--- config.mk ---
export PLATFORM = sky130hd
export DESIGN_NAME = frequency_counting_sort
export DESIGN_NICKNAME = d
export VERILOG_FILES = /design/src/rtl/core/fcs_pkg.sv /design/src/rtl/core/frequency_counting_sort.sv /design/src/rtl/core/fcs_datapath.sv /design/src/rtl/core/fcs_ctrl.sv
export SDC_FILE = /design/constraint.sdc
export NUM_CORES = 2
export LEC_CHECK = 0
export ABC_AREA = 0
export BUFFER_PORTS_ARGS = -buffer_cell sky130_fd_sc_hd__buf_4
export CAP_MARGIN = 10
export CORE_MARGIN = 2
export CORE_UTILIZATION = 51
export CTS_CLUSTER_SIZE = 12
export DETAILED_ROUTE_END_ITERATION = 8
export MAX_ROUTING_LAYER = met4
export PLACE_DENSITY = 0.65
export SLEW_MARGIN = 20
export SYNTH_ARGS = -nofsm -noshare
export SYNTH_HDL_FRONTEND = slang
export SYNTH_SLANG_ARGS = --single-unit
export TNS_END_PERCENT = 20
--- constraint.sdc ---
create_clock -name clk_i -period 14.4 [get_ports clk_i]
set_input_delay 1.44 -clock clk_i [delete_from_list [all_inputs] [get_ports clk_i]]
set_output_delay 1.44 -clock clk_i [all_outputs]
set_load 0.03 [all_outputs]
--- src/rtl/core/fcs_pkg.sv ---
package fcs_pkg;

  localparam int unsigned MAX_DISTINCT_DEF = 64;
  localparam int unsigned MAX_ITEMS_DEF    = 1024;
  localparam int unsigned VALUE_W          = 32;
  localparam int unsigned OCC_W            = 11;

  // source of the table read address
  typedef enum logic [1:0] {
    RD_J,
    RD_K,
    RD_ORD
  } rd_src_e;

  typedef struct packed {
    logic    load_item;   // capture input item, restart search
    logic    rd_en;       // read value/count table
    rd_src_e rd_src;
    logic    scan_issue;  // inner index advances, pending index follows
    logic    bump;        // matched entry: increment count or flag overflow
    logic    insert;      // no match: append entry or flag overflow
    logic    k_clear;
    logic    k_inc;
    logic    rk_hold;     // latch reference count, restart inner pass
    logic    rk_cmp;      // rank accumulate on pending entry
    logic    rk_write;    // order[rank] = k
    logic    ord_rd;
    logic    out_load;
    logic    run_clear;   // empty table, clear overflow
  } cmd_t;

  typedef struct packed {
    logic hit;
    logic j_lt_total;
    logic k_last;
    logic out_free;
    logic last_item;
    logic total_zero;
  } sts_t;

endpackage

--- src/rtl/core/frequency_counting_sort.sv ---
// Counts signed 32-bit values and, after the item flagged last_in, emits one
// result per distinct value in ascending order of occurrence count; values
// with equal counts come out in order of first appearance. Each result
// carries the value, its count, last_out on the final result of the run and
// overflow if during the run a new value met a full table (value dropped) or
// a count was already at MAX_ITEMS (count held). An item is taken only while
// the block is idle; each item is followed by a serial search of the table,
// one entry per cycle through a single registered read port. At the end of a
// run the stable ranking walks the table once per entry on the same port, and
// emission then reads the order table, then the value/count table, then loads
// the output register for each result, waiting while out_stall_i holds the
// output register. The final result may still wait in the output register
// while the next run's items are accepted.
module frequency_counting_sort #(
  parameter int unsigned MAX_DISTINCT = fcs_pkg::MAX_DISTINCT_DEF,
  parameter int unsigned MAX_ITEMS    = fcs_pkg::MAX_ITEMS_DEF
) (
  input  logic                               clk_i,
  input  logic                               rst_ni,
  input  logic                               in_valid_i,
  output logic                               in_stall_o,
  input  logic signed [fcs_pkg::VALUE_W-1:0] value_i,
  input  logic                               last_in_i,
  output logic                               out_valid_o,
  input  logic                               out_stall_i,
  output logic signed [fcs_pkg::VALUE_W-1:0] out_value_o,
  output logic        [fcs_pkg::OCC_W-1:0]   occurrences_o,
  output logic                               last_out_o,
  output logic                               overflow_o
);
  import fcs_pkg::*;

  cmd_t cmd;
  sts_t sts;

  // sequencer: search, rank and emit phases
  fcs_ctrl u_ctrl (
    .clk_i      (clk_i),
    .rst_ni     (rst_ni),
    .in_valid_i (in_valid_i),
    .in_stall_o (in_stall_o),
    .sts_i      (sts),
    .cmd_o      (cmd)
  );

  // table memories, counters, rank logic and output register
  fcs_datapath #(
    .MAX_DISTINCT (MAX_DISTINCT),
    .MAX_ITEMS    (MAX_ITEMS)
  ) u_datapath (
    .clk_i         (clk_i),
    .rst_ni        (rst_ni),
    .cmd_i         (cmd),
    .sts_o         (sts),
    .value_i       (value_i),
    .last_in_i     (last_in_i),
    .out_stall_i   (out_stall_i),
    .out_valid_o   (out_valid_o),
    .out_value_o   (out_value_o),
    .occurrences_o (occurrences_o),
    .last_out_o    (last_out_o),
    .overflow_o    (overflow_o)
  );

  // an accepted item always keeps the input side busy for the search
  a_busy_after_accept: assert property (@(posedge clk_i) disable iff (!rst_ni)
    in_valid_i && !in_stall_o |=> in_stall_o)
    else $error("input taken on two consecutive cycles");

  // loading the final result of a run leaves the table empty
  a_run_cleared: assert property (@(posedge clk_i) disable iff (!rst_ni)
    cmd.out_load && sts.k_last |=> sts.total_zero)
    else $error("table not emptied after last result");

  // the output register is only reloaded once its item has gone
  a_no_overwrite: assert property (@(posedge clk_i) disable iff (!rst_ni)
    cmd.out_load |-> !out_valid_o || !out_stall_i)
    else $error("pending result overwritten");

  // a match and an append never happen together
  a_one_update: assert property (@(posedge clk_i) disable iff (!rst_ni)
    !(cmd.bump && cmd.insert))
    else $error("count bump and insert in one cycle");

endmodule

--- src/rtl/core/fcs_datapath.sv ---
module fcs_datapath #(
  parameter int unsigned MAX_DISTINCT = fcs_pkg::MAX_DISTINCT_DEF,
  parameter int unsigned MAX_ITEMS    = fcs_pkg::MAX_ITEMS_DEF
) (
  input  logic                                clk_i,
  input  logic                                rst_ni,
  input  fcs_pkg::cmd_t                       cmd_i,
  output fcs_pkg::sts_t                       sts_o,
  input  logic signed [fcs_pkg::VALUE_W-1:0]  value_i,
  input  logic                                last_in_i,
  input  logic                                out_stall_i,
  output logic                                out_valid_o,
  output logic signed [fcs_pkg::VALUE_W-1:0]  out_value_o,
  output logic        [fcs_pkg::OCC_W-1:0]    occurrences_o,
  output logic                                last_out_o,
  output logic                                overflow_o
);
  import fcs_pkg::*;

  localparam int unsigned IDX_W = $clog2(MAX_DISTINCT);
  localparam int unsigned TOT_W = $clog2(MAX_DISTINCT + 1);
  localparam int unsigned CNT_W = $clog2(MAX_ITEMS + 1);

  logic [VALUE_W-1:0] vals_mem [MAX_DISTINCT];
  logic [CNT_W-1:0]   cnt_mem  [MAX_DISTINCT];
  logic [IDX_W-1:0]   ord_mem  [MAX_DISTINCT];

  logic [VALUE_W-1:0] item_q, rv_q;
  logic [CNT_W-1:0]   rc_q, ck_q;
  logic               last_item_q;
  logic [TOT_W-1:0]   total_q, j_q, k_q;
  logic [IDX_W-1:0]   p_q, rank_q, ord_q;
  logic               ovf_q;

  logic               out_valid_q, out_last_q, out_ovf_q;
  logic [VALUE_W-1:0] out_value_q;
  logic [OCC_W-1:0]   out_occ_q;

  logic [IDX_W-1:0]   rd_addr;
  logic               cnt_full, tbl_full, lesser;
  logic               cnt_we;
  logic [IDX_W-1:0]   cnt_wa;
  logic [CNT_W-1:0]   cnt_wd;

  assign cnt_full = (rc_q >= CNT_W'(MAX_ITEMS));
  assign tbl_full = (total_q == TOT_W'(MAX_DISTINCT));
  // stable order: smaller count first, earlier entry first on a tie
  assign lesser   = (rc_q < ck_q) || ((rc_q == ck_q) && (TOT_W'(p_q) < k_q));

  always_comb begin
    case (cmd_i.rd_src)
      RD_J:    rd_addr = j_q[IDX_W-1:0];
      RD_K:    rd_addr = k_q[IDX_W-1:0];
      RD_ORD:  rd_addr = ord_q;
      default: rd_addr = j_q[IDX_W-1:0];
    endcase
  end

  always_comb begin
    cnt_we = 1'b0;
    cnt_wa = p_q;
    cnt_wd = rc_q + CNT_W'(1);
    if (cmd_i.bump && !cnt_full) begin
      cnt_we = 1'b1;
    end else if (cmd_i.insert && !tbl_full) begin
      cnt_we = 1'b1;
      cnt_wa = total_q[IDX_W-1:0];
      cnt_wd = CNT_W'(1);
    end
  end

  // table memories
  always_ff @(posedge clk_i) begin
    if (cmd_i.rd_en) begin
      rv_q <= vals_mem[rd_addr];
      rc_q <= cnt_mem[rd_addr];
    end
    if (cnt_we) begin
      cnt_mem[cnt_wa] <= cnt_wd;
    end
    if (cmd_i.insert && !tbl_full) begin
      vals_mem[total_q[IDX_W-1:0]] <= item_q;
    end
    if (cmd_i.rk_write) begin
      ord_mem[rank_q] <= k_q[IDX_W-1:0];
    end
    if (cmd_i.ord_rd) begin
      ord_q <= ord_mem[k_q[IDX_W-1:0]];
    end
  end

  // payload registers
  always_ff @(posedge clk_i) begin
    if (cmd_i.load_item) begin
      item_q      <= value_i;
      last_item_q <= last_in_i;
    end
    if (cmd_i.scan_issue) begin
      p_q <= j_q[IDX_W-1:0];
    end
    if (cmd_i.rk_hold) begin
      ck_q <= rc_q;
    end
    if (cmd_i.out_load) begin
      out_value_q <= rv_q;
      out_occ_q   <= OCC_W'(rc_q);
      out_last_q  <= sts_o.k_last;
      out_ovf_q   <= ovf_q;
    end
  end

  // control registers
  always_ff @(posedge clk_i or negedge rst_ni) begin
    if (!rst_ni) begin
      total_q     <= '0;
      j_q         <= '0;
      k_q         <= '0;
      rank_q      <= '0;
      ovf_q       <= 1'b0;
      out_valid_q <= 1'b0;
    end else begin
      if (cmd_i.load_item || cmd_i.rk_hold) begin
        j_q <= '0;
      end else if (cmd_i.scan_issue) begin
        j_q <= j_q + TOT_W'(1);
      end
      if (cmd_i.k_clear) begin
        k_q <= '0;
      end else if (cmd_i.k_inc) begin
        k_q <= k_q + TOT_W'(1);
      end
      if (cmd_i.rk_hold) begin
        rank_q <= '0;
      end else if (cmd_i.rk_cmp && lesser) begin
        rank_q <= rank_q + IDX_W'(1);
      end
      if (cmd_i.run_clear) begin
        total_q <= '0;
        ovf_q   <= 1'b0;
      end else begin
        if (cmd_i.insert && !tbl_full) begin
          total_q <= total_q + TOT_W'(1);
        end
        if ((cmd_i.insert && tbl_full) || (cmd_i.bump && cnt_full)) begin
          ovf_q <= 1'b1;
        end
      end
      if (cmd_i.out_load) begin
        out_valid_q <= 1'b1;
      end else if (!out_stall_i) begin
        out_valid_q <= 1'b0;
      end
    end
  end

  assign sts_o.hit        = (rv_q == item_q);
  assign sts_o.j_lt_total = (j_q < total_q);
  assign sts_o.k_last     = ((k_q + TOT_W'(1)) == total_q);
  assign sts_o.out_free   = !out_valid_q || !out_stall_i;
  assign sts_o.last_item  = last_item_q;
  assign sts_o.total_zero = (total_q == '0);

  assign out_valid_o   = out_valid_q;
  assign out_value_o   = out_value_q;
  assign occurrences_o = out_occ_q;
  assign last_out_o    = out_last_q;
  assign overflow_o    = out_ovf_q;

endmodule

--- src/rtl/core/fcs_ctrl.sv ---
module fcs_ctrl (
  input  logic          clk_i,
  input  logic          rst_ni,
  input  logic          in_valid_i,
  output logic          in_stall_o,
  input  fcs_pkg::sts_t sts_i,
  output fcs_pkg::cmd_t cmd_o
);
  import fcs_pkg::*;

  localparam logic [2:0] S_IDLE    = 3'd0;
  localparam logic [2:0] S_SCAN    = 3'd1;
  localparam logic [2:0] S_RK_LOAD = 3'd2;
  localparam logic [2:0] S_RK_HOLD = 3'd3;
  localparam logic [2:0] S_RK_SCAN = 3'd4;
  localparam logic [2:0] S_EM_ORD  = 3'd5;
  localparam logic [2:0] S_EM_DAT  = 3'd6;
  localparam logic [2:0] S_EM_OUT  = 3'd7;

  logic [2:0] state_q, state_d;
  logic       pend_q, pend_d;   // table read data is valid for compare

  assign in_stall_o = (state_q != S_IDLE);

  always_comb begin
    state_d = state_q;
    pend_d  = pend_q;
    cmd_o   = '0;
    case (state_q)
      S_IDLE: begin
        if (in_valid_i) begin
          cmd_o.load_item = 1'b1;
          pend_d          = 1'b0;
          state_d         = S_SCAN;
        end
      end
      S_SCAN: begin
        if (pend_q && sts_i.hit) begin
          cmd_o.bump = 1'b1;
          pend_d     = 1'b0;
        end else if (sts_i.j_lt_total) begin
          cmd_o.rd_en      = 1'b1;
          cmd_o.rd_src     = RD_J;
          cmd_o.scan_issue = 1'b1;
          pend_d           = 1'b1;
        end else begin
          cmd_o.insert = 1'b1;
          pend_d       = 1'b0;
        end
        if (cmd_o.bump || cmd_o.insert) begin
          if (sts_i.last_item) begin
            cmd_o.k_clear = 1'b1;
            state_d       = S_RK_LOAD;
          end else begin
            state_d = S_IDLE;
          end
        end
      end
      S_RK_LOAD: begin
        cmd_o.rd_en  = 1'b1;
        cmd_o.rd_src = RD_K;
        state_d      = S_RK_HOLD;
      end
      S_RK_HOLD: begin
        cmd_o.rk_hold = 1'b1;
        pend_d        = 1'b0;
        state_d       = S_RK_SCAN;
      end
      S_RK_SCAN: begin
        cmd_o.rk_cmp = pend_q;
        if (sts_i.j_lt_total) begin
          cmd_o.rd_en      = 1'b1;
          cmd_o.rd_src     = RD_J;
          cmd_o.scan_issue = 1'b1;
          pend_d           = 1'b1;
        end else if (pend_q) begin
          pend_d = 1'b0;
        end else begin
          cmd_o.rk_write = 1'b1;
          if (sts_i.k_last) begin
            cmd_o.k_clear = 1'b1;
            state_d       = S_EM_ORD;
          end else begin
            cmd_o.k_inc = 1'b1;
            state_d     = S_RK_LOAD;
          end
        end
      end
      S_EM_ORD: begin
        cmd_o.ord_rd = 1'b1;
        state_d      = S_EM_DAT;
      end
      S_EM_DAT: begin
        cmd_o.rd_en  = 1'b1;
        cmd_o.rd_src = RD_ORD;
        state_d      = S_EM_OUT;
      end
      S_EM_OUT: begin
        if (sts_i.out_free) begin
          cmd_o.out_load = 1'b1;
          if (sts_i.k_last) begin
            cmd_o.run_clear = 1'b1;
            state_d         = S_IDLE;
          end else begin
            cmd_o.k_inc = 1'b1;
            state_d     = S_EM_ORD;
          end
        end
      end
      default: begin
        state_d = S_IDLE;
        pend_d  = 1'b0;
      end
    endcase
  end

  always_ff @(posedge clk_i or negedge rst_ni) begin
    if (!rst_ni) begin
      state_q <= S_IDLE;
      pend_q  <= 1'b0;
    end else begin
      state_q <= state_d;
      pend_q  <= pend_d;
    end
  end

endmodule
==> results.md <==
- The run finished with clean final reports.
- The clock latency on the worst-skew pair is 970 ps.
- For this run, the total global-route usage over all layers was measured as 29.3%.
- Sequential elements use 77.2% of the synthesized area.
- In the final routed layout, each cell accounts on average for 34.0 µm.
- Data on the critical path is required at its endpoint by 15060 ps.
- The reported leakage power is 46.1 nW.
- TritonCTS built the clock tree.
- The number of antenna violations at the first check in global routing was 19.
- Clock-pin slew was measured on the worst setup and hold paths at 60 ps.
- In this run the mean area of a mapped cell was 18.2 µm².
- Final hold analysis gives a worst-case slack of 433 ps.
- The post-CTS resize count is 0.
- The global-route met1 utilization is 40.6%.
- Combinational logic burns 35.3% of the power.
- The cell at the root of the clock tree is sky130_fd_sc_hd__clkbuf_16.
- The depth of the worst register-to-register path is 11.
- The number of max-cap violations is 0.
- The via count of the first global-routing pass was 68700.
- Row generation in the floorplan step produced 184 rows.
- Across the VDD grid, the largest voltage drop is 0.309 mV.
- The count of antenna-violating nets left after detailed routing is 0.
- The number of hold buffers added after CTS was 0.
- Clock skew on the completed layout was measured at 40.5 ps.
- The number of pins with negative max-slew slack in the final report came to 0.
- STA classifies the critical path startpoint as a flop.
- For this run the aggregate overflow at the end of global routing stands at 0.
- The count of state elements after synthesis is 3313.
- During synthesis, Yosys emitted a total of 0 warnings.
- The switching share of total power is 36.3%.
- After synthesis, the largest family of logic cells by area is multiplexers.
- For this design the top-level I/O count stands at 84.
- The x dimension of the die is 506 µm.
- Along the worst path, the maximum fanout reaches 109.
- Counting along the longest clock path gives a buffer depth of 4.
- Input and output buffers added on the ports amount to 83.
- The net count of the finished layout is 7357.
- The core box area is 251000 µm².
- The critical path is of the reg -> reg type.
- The leading cell type by number of instances after synthesis is sky130_fd_sc_hd__edfxtp_1.
- Once the floorplan was initialized, standard cells occupied 51.2% of the core.
- The total detailed-routing wirelength is 367000 µm.
- By area the synthesized netlist is led by sky130_fd_sc_hd__edfxtp_1, sky130_fd_sc_hd__mux4_2, sky130_fd_sc_hd__nand2_1, sky130_fd_sc_hd__mux2i_1, sky130_fd_sc_hd__a21oi_1.
- Static timing analysis puts the maximum clock frequency at 164 MHz.
- Sequential cells account for 38.9% of the total power.
- In the routed design, unresolved DRC markers number 0.
- The xor and xnor fraction of the mapped netlist area is 0.381%.
- Global routing consumed, on the met2 layer, 43.3% of the routing resources.
- The terminus of the critical flop-to-flop path is u_datapath.rv_q[3].
- TritonCTS created 344 clock buffers.
- The worst hold path belongs to the class in -> async.
- STA classifies the critical path endpoint as a flop.
- The detailed router finished its first iteration with 11400 violations.
- For the finished layout, the period the worst path requires is 6090 ps.
- The synthesized instance count is 7051.
- Power spread over the standard cell area amounts to 213 nW/µm².
- The biggest area contributor in the post-synthesis netlist is sky130_fd_sc_hd__edfxtp_1.
- The H-tree was split into 5 levels.
- Measured against the total synthesized area, the mux share comes to 10.6%.
- The first global-routing pass estimated 516000 µm of wire.
- In the synthesized netlist, the cells that appear most often are sky130_fd_sc_hd__edfxtp_1, sky130_fd_sc_hd__nand2_1, sky130_fd_sc_hd__mux4_2, sky130_fd_sc_hd__a21oi_1, sky130_fd_sc_hd__nor2_1.
- After legalization and detailed placement, the total HPWL measured 196000 µm.
- The hold violation total from the final report is 0.
- Setup slack on the worst reg-to-reg path comes out at 8310 ps.
- The number of enable flip-flop cells after synthesis is 3280.
- The number of setup buffers added after CTS is 0.
- The switching component of the power is 11.1 mW.
- The cell area after synthesis is 129000 µm².
- Data arrives at the worst endpoint at 6750 ps.
- In the global route stage, met3 resource usage came out at 6.81%.
- Of the post-synthesis cell area, the dominant cell type holds 76.5%.
- The first detailed-routing pass took 8 iterations.
- Of all flip-flops after synthesis, the portion carrying an async set or reset was 0.996%.
- The setup TNS is 0 ps.
- The average vias per placed instance is 6.55.
- For this block, the via count after detailed routing is 70700.
- The clock sink count is 3313.
- The compound-gate portion of the synthesized area is 4.42%.
- met2 is the most crowded layer.
- Of the cells placed in the final design, the portion with a size suffix greater than 1 is 17.9%.
- The max-slew headroom at the worst pin is 16.1%.
- The internal portion of the total power is 19.5 mW.
- The transition time at the pin with the least slew margin is 1260 ps.
- The sum of internal, switching and leakage power is 30.6 mW.
- Setup violations remaining at the end of the flow were counted as 0.
- The pin count of the biggest net entering global routing is 151.
- Counting every net in the synthesized netlist gives 7117.
- The launching point of the worst reg2reg path is u_ctrl.state_q[0].
- Of the total power, the clock network draws 25.7%.
- The relative area change from synthesis to final layout is 11.6%.
- At the end of routability-driven placement, the weighted congestion stood at 0.866.
- The floorplan step set the die height to 506 µm.
- In the synthesized netlist the dominant register cell turns out to be sky130_fd_sc_hd__edfxtp_1.
- The simple logic cell fraction of the synthesized area is 5.31%.
- The arithmetic-cell share of the synthesized area counting full adders, half adders and majority gates is 0.282%.
- The number of distinct library cells after synthesis is 68.
- Dividing the final minimum period by the clock period gives 42.3%.
- Setup repair after global routing left no endpoint under its margin.
- The floorplan die area is 256000 µm².
-- cells in the final DEF (no fill, tap or decap), types with 36 or more instances in the layout --
cell type / count
sky130_fd_sc_hd__nand3_1: 251
sky130_fd_sc_hd__nor2_1: 170
sky130_fd_sc_hd__nor4_1: 44
sky130_fd_sc_hd__o21ai_0: 50
sky130_fd_sc_hd__xor2_1: 40
sky130_fd_sc_hd__nor2_4: 80
sky130_fd_sc_hd__clkbuf_16: 349
sky130_fd_sc_hd__a31oi_1: 40
sky130_fd_sc_hd__clkbuf_1: 89
sky130_fd_sc_hd__a21oi_1: 332
sky130_fd_sc_hd__nand2_1: 815
sky130_fd_sc_hd__o221ai_1: 113
sky130_fd_sc_hd__mux4_2: 488
sky130_fd_sc_hd__and3_1: 50
sky130_fd_sc_hd__a2111oi_0: 36
sky130_fd_sc_hd__nor3_1: 42
sky130_fd_sc_hd__o22ai_1: 60
sky130_fd_sc_hd__mux2i_1: 255
sky130_fd_sc_hd__edfxtp_1: 3280
sky130_fd_sc_hd__a22oi_1: 113
sky130_fd_sc_hd__buf_4: 295
sky130_fd_sc_hd__clkinv_1: 45
-- per-stage QoR --
stage | std cells | utilization, % | instance area, µm² | setup WS, ps
6_report | 10800 | 57.2 | 144000 | 8310
5_1_grt | 10800 | 57.2 | 144000 | 7900
4_1_cts | 10800 | 57.1 | 143000 | 8270
3_5_place_dp | 10300 | 53.3 | 134000 | 8270
3_3_place_gp | 10300 | 53.3 | 134000 | 8340
2_1_floorplan | 7051 | - | 129000 | 9570
-- area by class of cell --
cell class	instances	area, µm²
Antenna cell	9	22.5
Clock inverter	62	354
Sequential cell	3313	99300
Inverter	36	135
Tap cell	3348	4190
Clock buffer	443	9140
Multi-Input combinational cell	3291	28000
Timing Repair Buffer	305	2410
Fill cell	18500	108000
-- per-layer routing --
layer,part of all wire [%],routed length [µm]
met4,3.6,13100
met1,38,141000
met2,46,170000
met3,12,43700
met5,0,0
-- cell families (layout without fill, tap and decap cells) --
group,count (synthesis),after routing
adders and majority gates,29,29
xor gates and xnor gates,56,56
and+or+nand+nor,1583,1583
DFF,3313,3313
muxes,754,754
AOI/OAI and AO/OA,869,869
buffers and inverters,447,846
other,0,9
-- sequential cells by signal, indices dropped and copies added, names as in the netlist, 11 cells and up --
name                      cells
u_datapath.ck_q              11
u_datapath.cnt_mem          704
u_datapath.item_q            32
u_datapath.occurrences_o     11
u_datapath.ord_mem          384
u_datapath.out_value_o       32
u_datapath.rc_q              11
u_datapath.rv_q              32
u_datapath.vals_mem        2048
-- critical path, cell delays in order, from the launching register on --
cell                       delay, ps
sky130_fd_sc_hd__dfrtp_1         550
sky130_fd_sc_hd__nor2b_2         160
sky130_fd_sc_hd__buf_4           290
sky130_fd_sc_hd__mux2i_4         830
sky130_fd_sc_hd__buf_12          620
sky130_fd_sc_hd__buf_12          630
sky130_fd_sc_hd__buf_4           940
sky130_fd_sc_hd__mux4_2          600
sky130_fd_sc_hd__a21oi_1         150
sky130_fd_sc_hd__o221ai_1        130
sky130_fd_sc_hd__a31oi_1         410
sky130_fd_sc_hd__o211ai_1        190
-- power groups by stage --
stage	clock, mW	sequential, mW	combinational (mW)
floorplan	0	12.1	6.80
global placement	0	12.1	10.6
detailed placement	0	12.1	10.7
CTS	7.96	11.9	10.7
global route	8.33	11.9	11.4
finish	7.89	11.9	10.8
-- worst max-delay path by stage --
stage | from | end | cells after the start
final | u_ctrl.state_q[0] | u_datapath.rv_q[3] | 11
after global routing | u_ctrl.state_q[0] | u_datapath.rv_q[3] | 11
after CTS | u_ctrl.state_q[0] | u_datapath.rv_q[3] | 11
after detailed placement | u_ctrl.state_q[0] | u_datapath.rv_q[3] | 11
after global placement | u_ctrl.state_q[0] | u_datapath.rv_q[1] | 10
after floorplan | u_datapath.item_q[26] | u_datapath.rc_q[0] | 8
Note: power is estimated with default switching activity, not from simulation.
